**src/rtl/core/ebsd_pkg.sv**
```systemverilog
// ----------------------------------------------------------------------------
// ebsd_pkg
// Shared widths, codes and types of the moving average baseline and spike block.
// ----------------------------------------------------------------------------
package ebsd_pkg;

    // field widths
    localparam int SAMPLE_W = 16;
    localparam int FLOOR_W  = 15;
    localparam int EXT_W    = SAMPLE_W + 1;
    localparam int PROD_W   = 2 * EXT_W;
    localparam int MAG_W    = PROD_W - 1;

    // lanes and sequencing
    localparam int LANES     = 4;
    localparam int LANE_W    = 2;
    localparam int MUL_STEPS = 2 * LANES;
    localparam int MSEL_W    = 3;
    localparam int DIV_STEPS = MAG_W;
    localparam int CNT_W     = 6;

    // stream and register port widths
    localparam int IN_TDATA_W  = 4 * SAMPLE_W;
    localparam int OUT_TDATA_W = 112;
    localparam int ADDR_W      = 3;

    // lane codes
    localparam logic [LANE_W-1:0] LANE_PM  = 2'd0;
    localparam logic [LANE_W-1:0] LANE_VOC = 2'd1;
    localparam logic [LANE_W-1:0] LANE_NOX = 2'd2;
    localparam logic [LANE_W-1:0] LANE_CO2 = 2'd3;

    // register indexes
    localparam logic [ADDR_W-1:0] REG_ALPHA     = 3'd0;
    localparam logic [ADDR_W-1:0] REG_DIVISOR   = 3'd1;
    localparam logic [ADDR_W-1:0] REG_PM_FLOOR  = 3'd2;
    localparam logic [ADDR_W-1:0] REG_VOC_FLOOR = 3'd3;
    localparam logic [ADDR_W-1:0] REG_NOX_FLOOR = 3'd4;

    // register reset values
    localparam logic [SAMPLE_W-1:0] ALPHA_RST   = 16'd1;
    localparam logic [SAMPLE_W-1:0] DIVISOR_RST = 16'd16;

    // controller states
    typedef enum logic [5:0] {
        ST_IDLE  = 6'b000001,
        ST_MUL   = 6'b000010,
        ST_DRAIN = 6'b000100,
        ST_DINIT = 6'b001000,
        ST_DIV   = 6'b010000,
        ST_FIN   = 6'b100000
    } state_t;

    // commands from controller to datapath
    typedef struct packed {
        logic              load;
        logic              mul_en;
        logic [MSEL_W-1:0] mul_sel;
        logic              div_init;
        logic              div_en;
        logic              fin;
    } cmd_t;

    // configuration register set
    typedef struct packed {
        logic [SAMPLE_W-1:0] alpha;
        logic [SAMPLE_W-1:0] divisor;
        logic [FLOOR_W-1:0]  pm_floor;
        logic [FLOOR_W-1:0]  voc_floor;
        logic [FLOOR_W-1:0]  nox_floor;
    } cfg_t;

    // one result word
    typedef struct packed {
        logic [SAMPLE_W-1:0] pm_baseline;
        logic [SAMPLE_W-1:0] voc_baseline;
        logic [SAMPLE_W-1:0] nox_baseline;
        logic [SAMPLE_W-1:0] co2_baseline;
        logic [FLOOR_W-1:0]  pm_spike;
        logic [FLOOR_W-1:0]  voc_spike_out;
        logic [FLOOR_W-1:0]  nox_spike_out;
    } result_t;

endpackage

```
**src/rtl/core/ebsd_ctrl.sv**
```systemverilog
// ----------------------------------------------------------------------------
// ebsd_ctrl
// Sequencer: eight shared multiply steps, drain, divider load, divide, finish.
// ----------------------------------------------------------------------------
module ebsd_ctrl (
    input  logic           clk,
    input  logic           rst_n,
    input  logic           in_valid,
    output logic           in_ready,
    input  logic           out_free,
    output ebsd_pkg::cmd_t cmd
);
    import ebsd_pkg::*;

    state_t           state_reg;
    state_t           state_next;
    logic [CNT_W-1:0] cnt_reg;
    logic [CNT_W-1:0] cnt_next;

    // next state and commands
    always_comb
    begin
        state_next   = state_reg;
        cnt_next     = cnt_reg;
        cmd          = '0;
        in_ready     = 1'b0;
        case (state_reg)
            ST_IDLE:
            begin
                in_ready = 1'b1;
                if (in_valid)
                begin
                    cmd.load   = 1'b1;
                    cnt_next   = '0;
                    state_next = ST_MUL;
                end
            end
            ST_MUL:
            begin
                cmd.mul_en  = 1'b1;
                cmd.mul_sel = cnt_reg[MSEL_W-1:0];
                if (cnt_reg == CNT_W'(MUL_STEPS - 1))
                begin
                    cnt_next   = '0;
                    state_next = ST_DRAIN;
                end
                else
                begin
                    cnt_next = cnt_reg + 1'b1;
                end
            end
            ST_DRAIN:
            begin
                state_next = ST_DINIT;
            end
            ST_DINIT:
            begin
                cmd.div_init = 1'b1;
                cnt_next     = '0;
                state_next   = ST_DIV;
            end
            ST_DIV:
            begin
                cmd.div_en = 1'b1;
                if (cnt_reg == CNT_W'(DIV_STEPS - 1))
                begin
                    cnt_next   = '0;
                    state_next = ST_FIN;
                end
                else
                begin
                    cnt_next = cnt_reg + 1'b1;
                end
            end
            ST_FIN:
            begin
                if (out_free)
                begin
                    cmd.fin    = 1'b1;
                    state_next = ST_IDLE;
                end
            end
            default:
            begin
                state_next = ST_IDLE;
                cnt_next   = '0;
            end
        endcase
    end

    // state registers
    always_ff @(posedge clk or negedge rst_n)
    begin
        if (!rst_n)
        begin
            state_reg <= ST_IDLE;
            cnt_reg   <= '0;
        end
        else
        begin
            state_reg <= state_next;
            cnt_reg   <= cnt_next;
        end
    end

    // multiply phase never runs past its last step
    a_mul_cnt: assert property (@(posedge clk) disable iff (!rst_n)
        (state_reg == ST_MUL) |-> (cnt_reg < CNT_W'(MUL_STEPS)))
        else $error("multiply step count out of range");

    // a finish only happens when the output register can take it
    a_fin_free: assert property (@(posedge clk) disable iff (!rst_n)
        cmd.fin |-> out_free)
        else $error("finish while output register busy");

    // an accepted word always starts the multiply phase at step zero
    a_load_start: assert property (@(posedge clk) disable iff (!rst_n)
        cmd.load |=> (state_reg == ST_MUL) && (cnt_reg == '0))
        else $error("load did not start multiply phase");

endmodule

```
**src/rtl/core/ebsd_dp.sv**
```systemverilog
// ----------------------------------------------------------------------------
// ebsd_dp
// Datapath: sample and baseline registers, shared multiplier, four restoring
// divider lanes, baseline update and spike clamp.
// ----------------------------------------------------------------------------
module ebsd_dp (
    input  logic                              clk,
    input  logic                              rst_n,
    input  ebsd_pkg::cmd_t                    cmd,
    input  ebsd_pkg::cfg_t                    cfg,
    input  logic [ebsd_pkg::IN_TDATA_W-1:0]   sample,
    input  logic                              co2_ok,
    output ebsd_pkg::result_t                 res
);
    import ebsd_pkg::*;

    logic [SAMPLE_W-1:0]      x_reg    [LANES];
    logic                     co2_ok_reg;
    logic [SAMPLE_W-1:0]      base_reg [LANES];
    logic signed [EXT_W-1:0]  x_ext    [LANES];
    logic signed [EXT_W-1:0]  base_ext [LANES];
    logic signed [EXT_W-1:0]  wgt_x;
    logic signed [EXT_W-1:0]  wgt_base;
    logic [LANE_W-1:0]        mul_lane;
    logic signed [EXT_W-1:0]  op_a;
    logic signed [EXT_W-1:0]  op_b;
    logic signed [PROD_W-1:0] prod;
    logic signed [PROD_W-1:0] prod_reg;
    logic [LANE_W-1:0]        prod_lane_reg;
    logic                     prod_vld_reg;
    logic signed [PROD_W-1:0] num_reg  [LANES];
    logic [PROD_W-1:0]        num_neg  [LANES];
    logic                     neg_reg  [LANES];
    logic [MAG_W-1:0]         dvd_reg  [LANES];
    logic [SAMPLE_W-1:0]      rem_reg  [LANES];
    logic [SAMPLE_W-1:0]      quo_reg  [LANES];
    logic [SAMPLE_W:0]        partial  [LANES];
    logic                     ge       [LANES];
    logic [SAMPLE_W:0]        part_sub [LANES];
    logic [SAMPLE_W-1:0]      quo_fix  [LANES];
    logic                     hold     [LANES];
    logic [SAMPLE_W-1:0]      new_base [LANES];
    logic [SAMPLE_W-1:0]      diff     [LANES-1];
    logic [FLOOR_W-1:0]       floor_v  [LANES-1];
    logic [FLOOR_W-1:0]       spike    [LANES-1];

    // sign or zero extension per lane
    always_comb
    begin
        for (int l = 0; l < LANES; l++)
        begin
            if ((LANE_W'(l) == LANE_VOC) || (LANE_W'(l) == LANE_NOX))
            begin
                x_ext[l]    = {x_reg[l][SAMPLE_W-1], x_reg[l]};
                base_ext[l] = {base_reg[l][SAMPLE_W-1], base_reg[l]};
            end
            else
            begin
                x_ext[l]    = {1'b0, x_reg[l]};
                base_ext[l] = {1'b0, base_reg[l]};
            end
        end
    end

    // weights: alpha for the sample, divisor minus alpha for the baseline
    assign wgt_x    = {1'b0, cfg.alpha};
    assign wgt_base = {1'b0, cfg.divisor} - {1'b0, cfg.alpha};

    // shared multiplier operand select
    assign mul_lane = cmd.mul_sel[MSEL_W-1:1];
    assign op_a     = cmd.mul_sel[0] ? base_ext[mul_lane] : x_ext[mul_lane];
    assign op_b     = cmd.mul_sel[0] ? wgt_base : wgt_x;
    assign prod     = op_a * op_b;

    // product pipeline valid
    always_ff @(posedge clk or negedge rst_n)
    begin
        if (!rst_n)
        begin
            prod_vld_reg <= 1'b0;
        end
        else
        begin
            prod_vld_reg <= cmd.mul_en;
        end
    end

    // product register
    always_ff @(posedge clk)
    begin
        if (cmd.mul_en)
        begin
            prod_reg      <= prod;
            prod_lane_reg <= mul_lane;
        end
    end

    // sample capture and numerator accumulation
    always_ff @(posedge clk)
    begin
        if (cmd.load)
        begin
            for (int l = 0; l < LANES; l++)
            begin
                x_reg[l]   <= sample[l*SAMPLE_W +: SAMPLE_W];
                num_reg[l] <= '0;
            end
            co2_ok_reg <= co2_ok;
        end
        else if (prod_vld_reg)
        begin
            num_reg[prod_lane_reg] <= num_reg[prod_lane_reg] + prod_reg;
        end
    end

    // divider step logic per lane
    always_comb
    begin
        for (int l = 0; l < LANES; l++)
        begin
            num_neg[l]  = -num_reg[l];
            partial[l]  = {rem_reg[l], dvd_reg[l][MAG_W-1]};
            ge[l]       = (partial[l] >= {1'b0, cfg.divisor});
            part_sub[l] = partial[l] - {1'b0, cfg.divisor};
        end
    end

    // restoring divider lanes, one quotient bit per cycle
    always_ff @(posedge clk)
    begin
        for (int l = 0; l < LANES; l++)
        begin
            if (cmd.div_init)
            begin
                neg_reg[l] <= num_reg[l][PROD_W-1];
                dvd_reg[l] <= num_reg[l][PROD_W-1] ? num_neg[l][MAG_W-1:0]
                                                   : num_reg[l][MAG_W-1:0];
                rem_reg[l] <= '0;
            end
            else if (cmd.div_en)
            begin
                dvd_reg[l] <= {dvd_reg[l][MAG_W-2:0], 1'b0};
                rem_reg[l] <= ge[l] ? part_sub[l][SAMPLE_W-1:0]
                                    : partial[l][SAMPLE_W-1:0];
                quo_reg[l] <= {quo_reg[l][SAMPLE_W-2:0], ge[l]};
            end
        end
    end

    // signed quotient and baseline select
    always_comb
    begin
        for (int l = 0; l < LANES; l++)
        begin
            quo_fix[l]  = neg_reg[l] ? (~quo_reg[l] + 1'b1) : quo_reg[l];
            hold[l]     = (cfg.divisor == '0) ||
                          ((LANE_W'(l) == LANE_CO2) && !co2_ok_reg);
            new_base[l] = hold[l] ? base_reg[l] : quo_fix[l];
        end
    end

    // baseline state
    always_ff @(posedge clk or negedge rst_n)
    begin
        if (!rst_n)
        begin
            for (int l = 0; l < LANES; l++)
            begin
                base_reg[l] <= '0;
            end
        end
        else if (cmd.fin)
        begin
            for (int l = 0; l < LANES; l++)
            begin
                base_reg[l] <= new_base[l];
            end
        end
    end

    // spike: wrapped difference, clamp negatives and values under the floor
    assign floor_v[LANE_PM]  = cfg.pm_floor;
    assign floor_v[LANE_VOC] = cfg.voc_floor;
    assign floor_v[LANE_NOX] = cfg.nox_floor;

    always_comb
    begin
        for (int l = 0; l < LANES - 1; l++)
        begin
            diff[l] = x_reg[l] - new_base[l];
            if (diff[l][SAMPLE_W-1] || (diff[l][FLOOR_W-1:0] < floor_v[l]))
            begin
                spike[l] = '0;
            end
            else
            begin
                spike[l] = diff[l][FLOOR_W-1:0];
            end
        end
    end

    // result word
    assign res.pm_baseline   = new_base[LANE_PM];
    assign res.voc_baseline  = new_base[LANE_VOC];
    assign res.nox_baseline  = new_base[LANE_NOX];
    assign res.co2_baseline  = new_base[LANE_CO2];
    assign res.pm_spike      = spike[LANE_PM];
    assign res.voc_spike_out = spike[LANE_VOC];
    assign res.nox_spike_out = spike[LANE_NOX];

endmodule

```
**src/rtl/core/ema_baseline_spike_detector.sv**
```systemverilog
// ----------------------------------------------------------------------------
// ema_baseline_spike_detector
// Four moving average baselines with spike detection on air-quality samples.
// ----------------------------------------------------------------------------
// Sequence: after the input accept, 8 shared multiply steps, a drain, a
//   divider load, 33 divide steps and a finish, then output valid.
// A new word is taken only once the previous one has finished; the 33-step
//   restoring divider runs all four lanes together, and the next word is
//   taken while a result still waits in the output register.
// Reset: rst_n clears baselines to zero, registers to their defaults
//   (alpha 1, divisor 16, floors 0) and the output valid.
module ema_baseline_spike_detector (
    input  logic                               clk,
    input  logic                               rst_n,
    // s_tdata: pm_sample, voc_sample, nox_sample, co2_sample
    input  logic [ebsd_pkg::IN_TDATA_W-1:0]    s_tdata,
    // s_tuser: co2_ok
    input  logic                               s_tuser,
    input  logic                               s_tvalid,
    output logic                               s_tready,
    // m_tdata: pm_baseline, voc_baseline, nox_baseline, co2_baseline,
    //          pm_spike, voc_spike_out, nox_spike_out, zero pad
    output logic [ebsd_pkg::OUT_TDATA_W-1:0]   m_tdata,
    output logic                               m_tvalid,
    input  logic                               m_tready,
    input  logic                               cfg_we,
    input  logic [ebsd_pkg::ADDR_W-1:0]        cfg_addr,
    input  logic [ebsd_pkg::SAMPLE_W-1:0]      cfg_wdata
);
    import ebsd_pkg::*;

    cfg_t                   cfg_reg;
    cmd_t                   cmd;
    result_t                res;
    logic                   out_free;
    logic                   m_tvalid_reg;
    logic                   m_tvalid_next;
    logic [OUT_TDATA_W-1:0] m_tdata_reg;

    // configuration registers
    always_ff @(posedge clk or negedge rst_n)
    begin
        if (!rst_n)
        begin
            cfg_reg.alpha     <= ALPHA_RST;
            cfg_reg.divisor   <= DIVISOR_RST;
            cfg_reg.pm_floor  <= '0;
            cfg_reg.voc_floor <= '0;
            cfg_reg.nox_floor <= '0;
        end
        else if (cfg_we)
        begin
            case (cfg_addr)
                REG_ALPHA:     cfg_reg.alpha     <= cfg_wdata;
                REG_DIVISOR:   cfg_reg.divisor   <= cfg_wdata;
                REG_PM_FLOOR:  cfg_reg.pm_floor  <= cfg_wdata[FLOOR_W-1:0];
                REG_VOC_FLOOR: cfg_reg.voc_floor <= cfg_wdata[FLOOR_W-1:0];
                REG_NOX_FLOOR: cfg_reg.nox_floor <= cfg_wdata[FLOOR_W-1:0];
                default:       cfg_reg           <= cfg_reg;
            endcase
        end
    end

    // controller
    ebsd_ctrl u_ctrl (
        .clk      (clk),
        .rst_n    (rst_n),
        .in_valid (s_tvalid),
        .in_ready (s_tready),
        .out_free (out_free),
        .cmd      (cmd)
    );

    // datapath
    ebsd_dp u_dp (
        .clk    (clk),
        .rst_n  (rst_n),
        .cmd    (cmd),
        .cfg    (cfg_reg),
        .sample (s_tdata),
        .co2_ok (s_tuser),
        .res    (res)
    );

    // output register
    assign out_free = !m_tvalid_reg || m_tready;

    always_comb
    begin
        m_tvalid_next = m_tvalid_reg;
        if (cmd.fin)
        begin
            m_tvalid_next = 1'b1;
        end
        else if (m_tready)
        begin
            m_tvalid_next = 1'b0;
        end
    end

    always_ff @(posedge clk or negedge rst_n)
    begin
        if (!rst_n)
        begin
            m_tvalid_reg <= 1'b0;
        end
        else
        begin
            m_tvalid_reg <= m_tvalid_next;
        end
    end

    always_ff @(posedge clk)
    begin
        if (cmd.fin)
        begin
            m_tdata_reg <= {3'b000,
                            res.nox_spike_out, res.voc_spike_out, res.pm_spike,
                            res.co2_baseline, res.nox_baseline,
                            res.voc_baseline, res.pm_baseline};
        end
    end

    assign m_tvalid = m_tvalid_reg;
    assign m_tdata  = m_tdata_reg;

endmodule
```
**config.mk**
```make
export PLATFORM = sky130hd
export DESIGN_NAME = ema_baseline_spike_detector
export DESIGN_NICKNAME = d
export VERILOG_FILES = /design/src/rtl/core/ebsd_pkg.sv /design/src/rtl/core/ebsd_ctrl.sv /design/src/rtl/core/ebsd_dp.sv /design/src/rtl/core/ema_baseline_spike_detector.sv
export SDC_FILE = /design/constraint.sdc
export NUM_CORES = 2
export LEC_CHECK = 0
export ABC_AREA = 1
export BUFFER_PORTS_ARGS = -buffer_cell sky130_fd_sc_hd__buf_2
export CORE_MARGIN = 2
export CORE_UTILIZATION = 45
export CTS_CLUSTER_DIAMETER = 100
export CTS_CLUSTER_SIZE = 30
export DETAILED_ROUTE_END_ITERATION = 12
export PLACE_DENSITY = 0.7
export RECOVER_POWER = 25
export SYNTH_ARGS = -nofsm -noshare
export SYNTH_HDL_FRONTEND = slang
export SYNTH_SLANG_ARGS = --single-unit
```
**constraint.sdc**
```tcl
create_clock -name clk -period 9.22 [get_ports clk]
set_input_delay 0.461 -clock clk [delete_from_list [all_inputs] [get_ports clk]]
set_output_delay 0.461 -clock clk [all_outputs]
set_load 0.1 [all_outputs]
```
==> flow_summary.yaml <==
status:
  status: "finished, violations left"
  violations: "max-capacitance violations, max-slew violations"
worst_setup_path:
  max_stage_delay_ps: 690
  startpoint_type: "register"
  regToRegSetupSlack_ps: 540
  arrival_ps: 9090
  r2r_start: "cfg_reg[46]"
  end_kind: "register"
  crit_type: "register to register"
  slowest_stage: "fa_1"
  rr_endpoint: "u_dp.prod_reg[32]"
  crit_required_ps: 9630
  reg2reg_depth: 28
  crit_top_cell: "inv_1"
  path_max_fanout: 7
final_layout:
  largest_register_ffs: 136
  syn2layout_area_growth_pct: 7.77
  final_nets: 7616
  stdcell_area_mm2: 0.0608
  multi_input_area_mm2: 0.0293
  seq_area_mm2: 0.0222
  drive_gt1_share_pct: 4.68
  fin_util_pct: 49.0
  fillers: 12000
yosys:
  synthTopCellsByArea: "edfxtp_1, fa_1, nand2_1"
  synth.top_cells.by_count: "nand2_1, inv_1, nor2_1"
  synth_compound_area_share_pct: 10.9
  yosys.area_share.xor_xnor_pct: 3.23
  synth_cell_types: 55
  yosysTopAreaCell: "edfxtp_1"
  synth_mux_area_share_pct: 0
  synth_top_area_share_pct: 32.4
  syn_inst: 6767
  synthSimpleGateAreaFrac_pct: 20.2
  synth_edf_count: 609
  synth_most_common_cell: "nand2_1"
  ys_seq_area_share_pct: 39.4
  syn_area_mm2: 0.0565
  synth-main-ff-cell: "edfxtp_1"
  synth_fa_ha_area_share_pct: 17.4
  async_flop_share_pct: 20.2
  ys_warn_count: 0
  synth.avg_cell_area_um2: 8.34
  ys_ff_latch: 767
  synth_top_family_by_area: "simple AND/OR/NAND/NOR gates"
sta:
  hold_violations: 0
  rsz0062_at_grt: "false"
  worst_pin_slew_ps: 3870
  finalSetupViolCount: 0
  period_share_pct: 94.1
  max_freq_mhz: 115
  whs_ps: 112
  skew_ps: 53.5
  maxSlewHeadroom_pct: -158
  fin_crit_ps: 8680
  tns_ps: 0
  finalMaxSlewViolations: 225
cts:
  cts_tree: "yes"
  insertion_delay_ps: 670
  post_cts_buffers: 0
  post_cts_resized: 0
  ctsHoldBuffers: 64
  path_clk_slew_ps: 120
  htree_num_levels: 2
  cts_made_buffers: 36
  clk_path_buf_depth: 3
  clockRootBuffer: "clkbuf_16"
  numClockSinks: 767
hold_path:
  hold_path.startpoint: "s_tdata[15]"
  hp-class: "input port to register"
  hold_depth: 1
  holdPathEnd: "u_dp.x_reg[0][15]"
route:
  drc_errors: 0
  post_drt_via_cell_ratio: 5.52
  finalWirelength_um: 177000
  wl_per_cell_um: 20.6
  drtPass1Iterations: 8
  vias: 47500
  postRouteAntennaNets: 0
  drtIter0Drc: 5470
global_routing:
  gr-total-overflow: 0
  grt_usage_pct: 27.6
  grt_max_degree: 78
  grt_pass1_vias: 46300
  grt_pass1_wl_um: 270000
  grt_antenna_before_repair: 8
placement:
  place_congestion: 0.987
  placed_cell_area_mm2: 0.0591
  place_hpwl_um: 139000
  port_buffers: 199
floorplan:
  io_pins: 203
  die_w_um: 358
  num_rows: 129
  die_h_um: 358
  initial_core_util_pct: 45.5
  core_mm2: 0.124
  die_area_mm2: 0.128
job:
  maxCapViolCount: 5
-- kinds of logic after synthesis --
kind of cell	count (synthesis)
buffers and inverters	1293
AOI/OAI and AO/OA	1133
and+or+nand+nor	2764
adders and majority gates	601
xor gates and xnor gates	208
DFF	767
other	1
-- worst max-delay path: cells and delay by family, from the launching register on --
kind,cells,cell delay [ps]
AO/OA/AOI/OAI,2,440
XOR/XNOR,2,200
buffers and inverters,9,1310
flip-flops,1,640
adder cells (fa/ha/maj),8,4400
AND/OR/NAND/NOR,7,1440
-- routing by layer --
| metal | vias to the layer above | global-route usage (%) | share of wire, % |
|---|---|---|---|
| met1 | 22800 | 37.5 | 41 |
| li1 | 22300 | - | - |
| met5 | - | 0 | 0 |
| met3 | 392 | 3.60 | 8.3 |
| met4 | 0 | 12.5 | 5.2 |
| met2 | 1985 | 44.0 | 45 |
-- placed cells by master (no fill, tap or decap), drive strengths merged, types with 3 or more instances in the layout --
cell,instances
and2,9
clkinv,11
o21a,12
nor4,19
xor2,139
o31ai,23
a31o,4
xnor2,69
nand3b,23
nand3,348
dlygate4sd3,64
o22ai,11
o21bai,24
ha,295
fa,306
o21ai,545
dfrtp,152
nand4,54
dfstp,3
conb,3
a211oi,5
clkbuf,124
a21o,23
a21boi,15
o211ai,48
inv,1098
dfxtp,3
nor3b,4
o2111ai,4
a21oi,382
nor3,83
or2,37
diode,7
edfxtp,609
nand2,1455
buf,177
a31oi,29
nor2,732
-- layout make-up --
class	count	share of cell area, %
Tap cell	1637	3.37
Multi-Input combinational cell	4709	48.1
Antenna cell	7	0.0288
Inverter	1093	6.75
Clock buffer	46	1.63
Timing Repair Buffer	319	3.24
Clock inverter	17	0.327
Sequential cell	767	36.5
-- worst max-delay path by stage --
stage | start | to | cells after the start
2_1_floorplan | cfg_reg[46] | u_dp.prod_reg[24] | 31
3_3_place_gp | cfg_reg[46] | u_dp.prod_reg[32] | 28
3_5_place_dp | cfg_reg[46] | u_dp.prod_reg[32] | 28
4_1_cts | cfg_reg[46] | u_dp.prod_reg[32] | 28
5_1_grt | cfg_reg[46] | u_dp.prod_reg[32] | 30
6_report | cfg_reg[46] | u_dp.prod_reg[32] | 28
-- through the flow --
step	worst slack, ps	instances
2_1_floorplan	2110	6769
3_3_place_gp	743	8461
3_5_place_dp	626	8461
4_1_cts	645	8588
5_1_grt	53.8	8591
6_report	542	8595
Power is left out: the tool's default activity adds up to more than one toggle a clock period on the data nets, which glitch-free logic cannot reach.
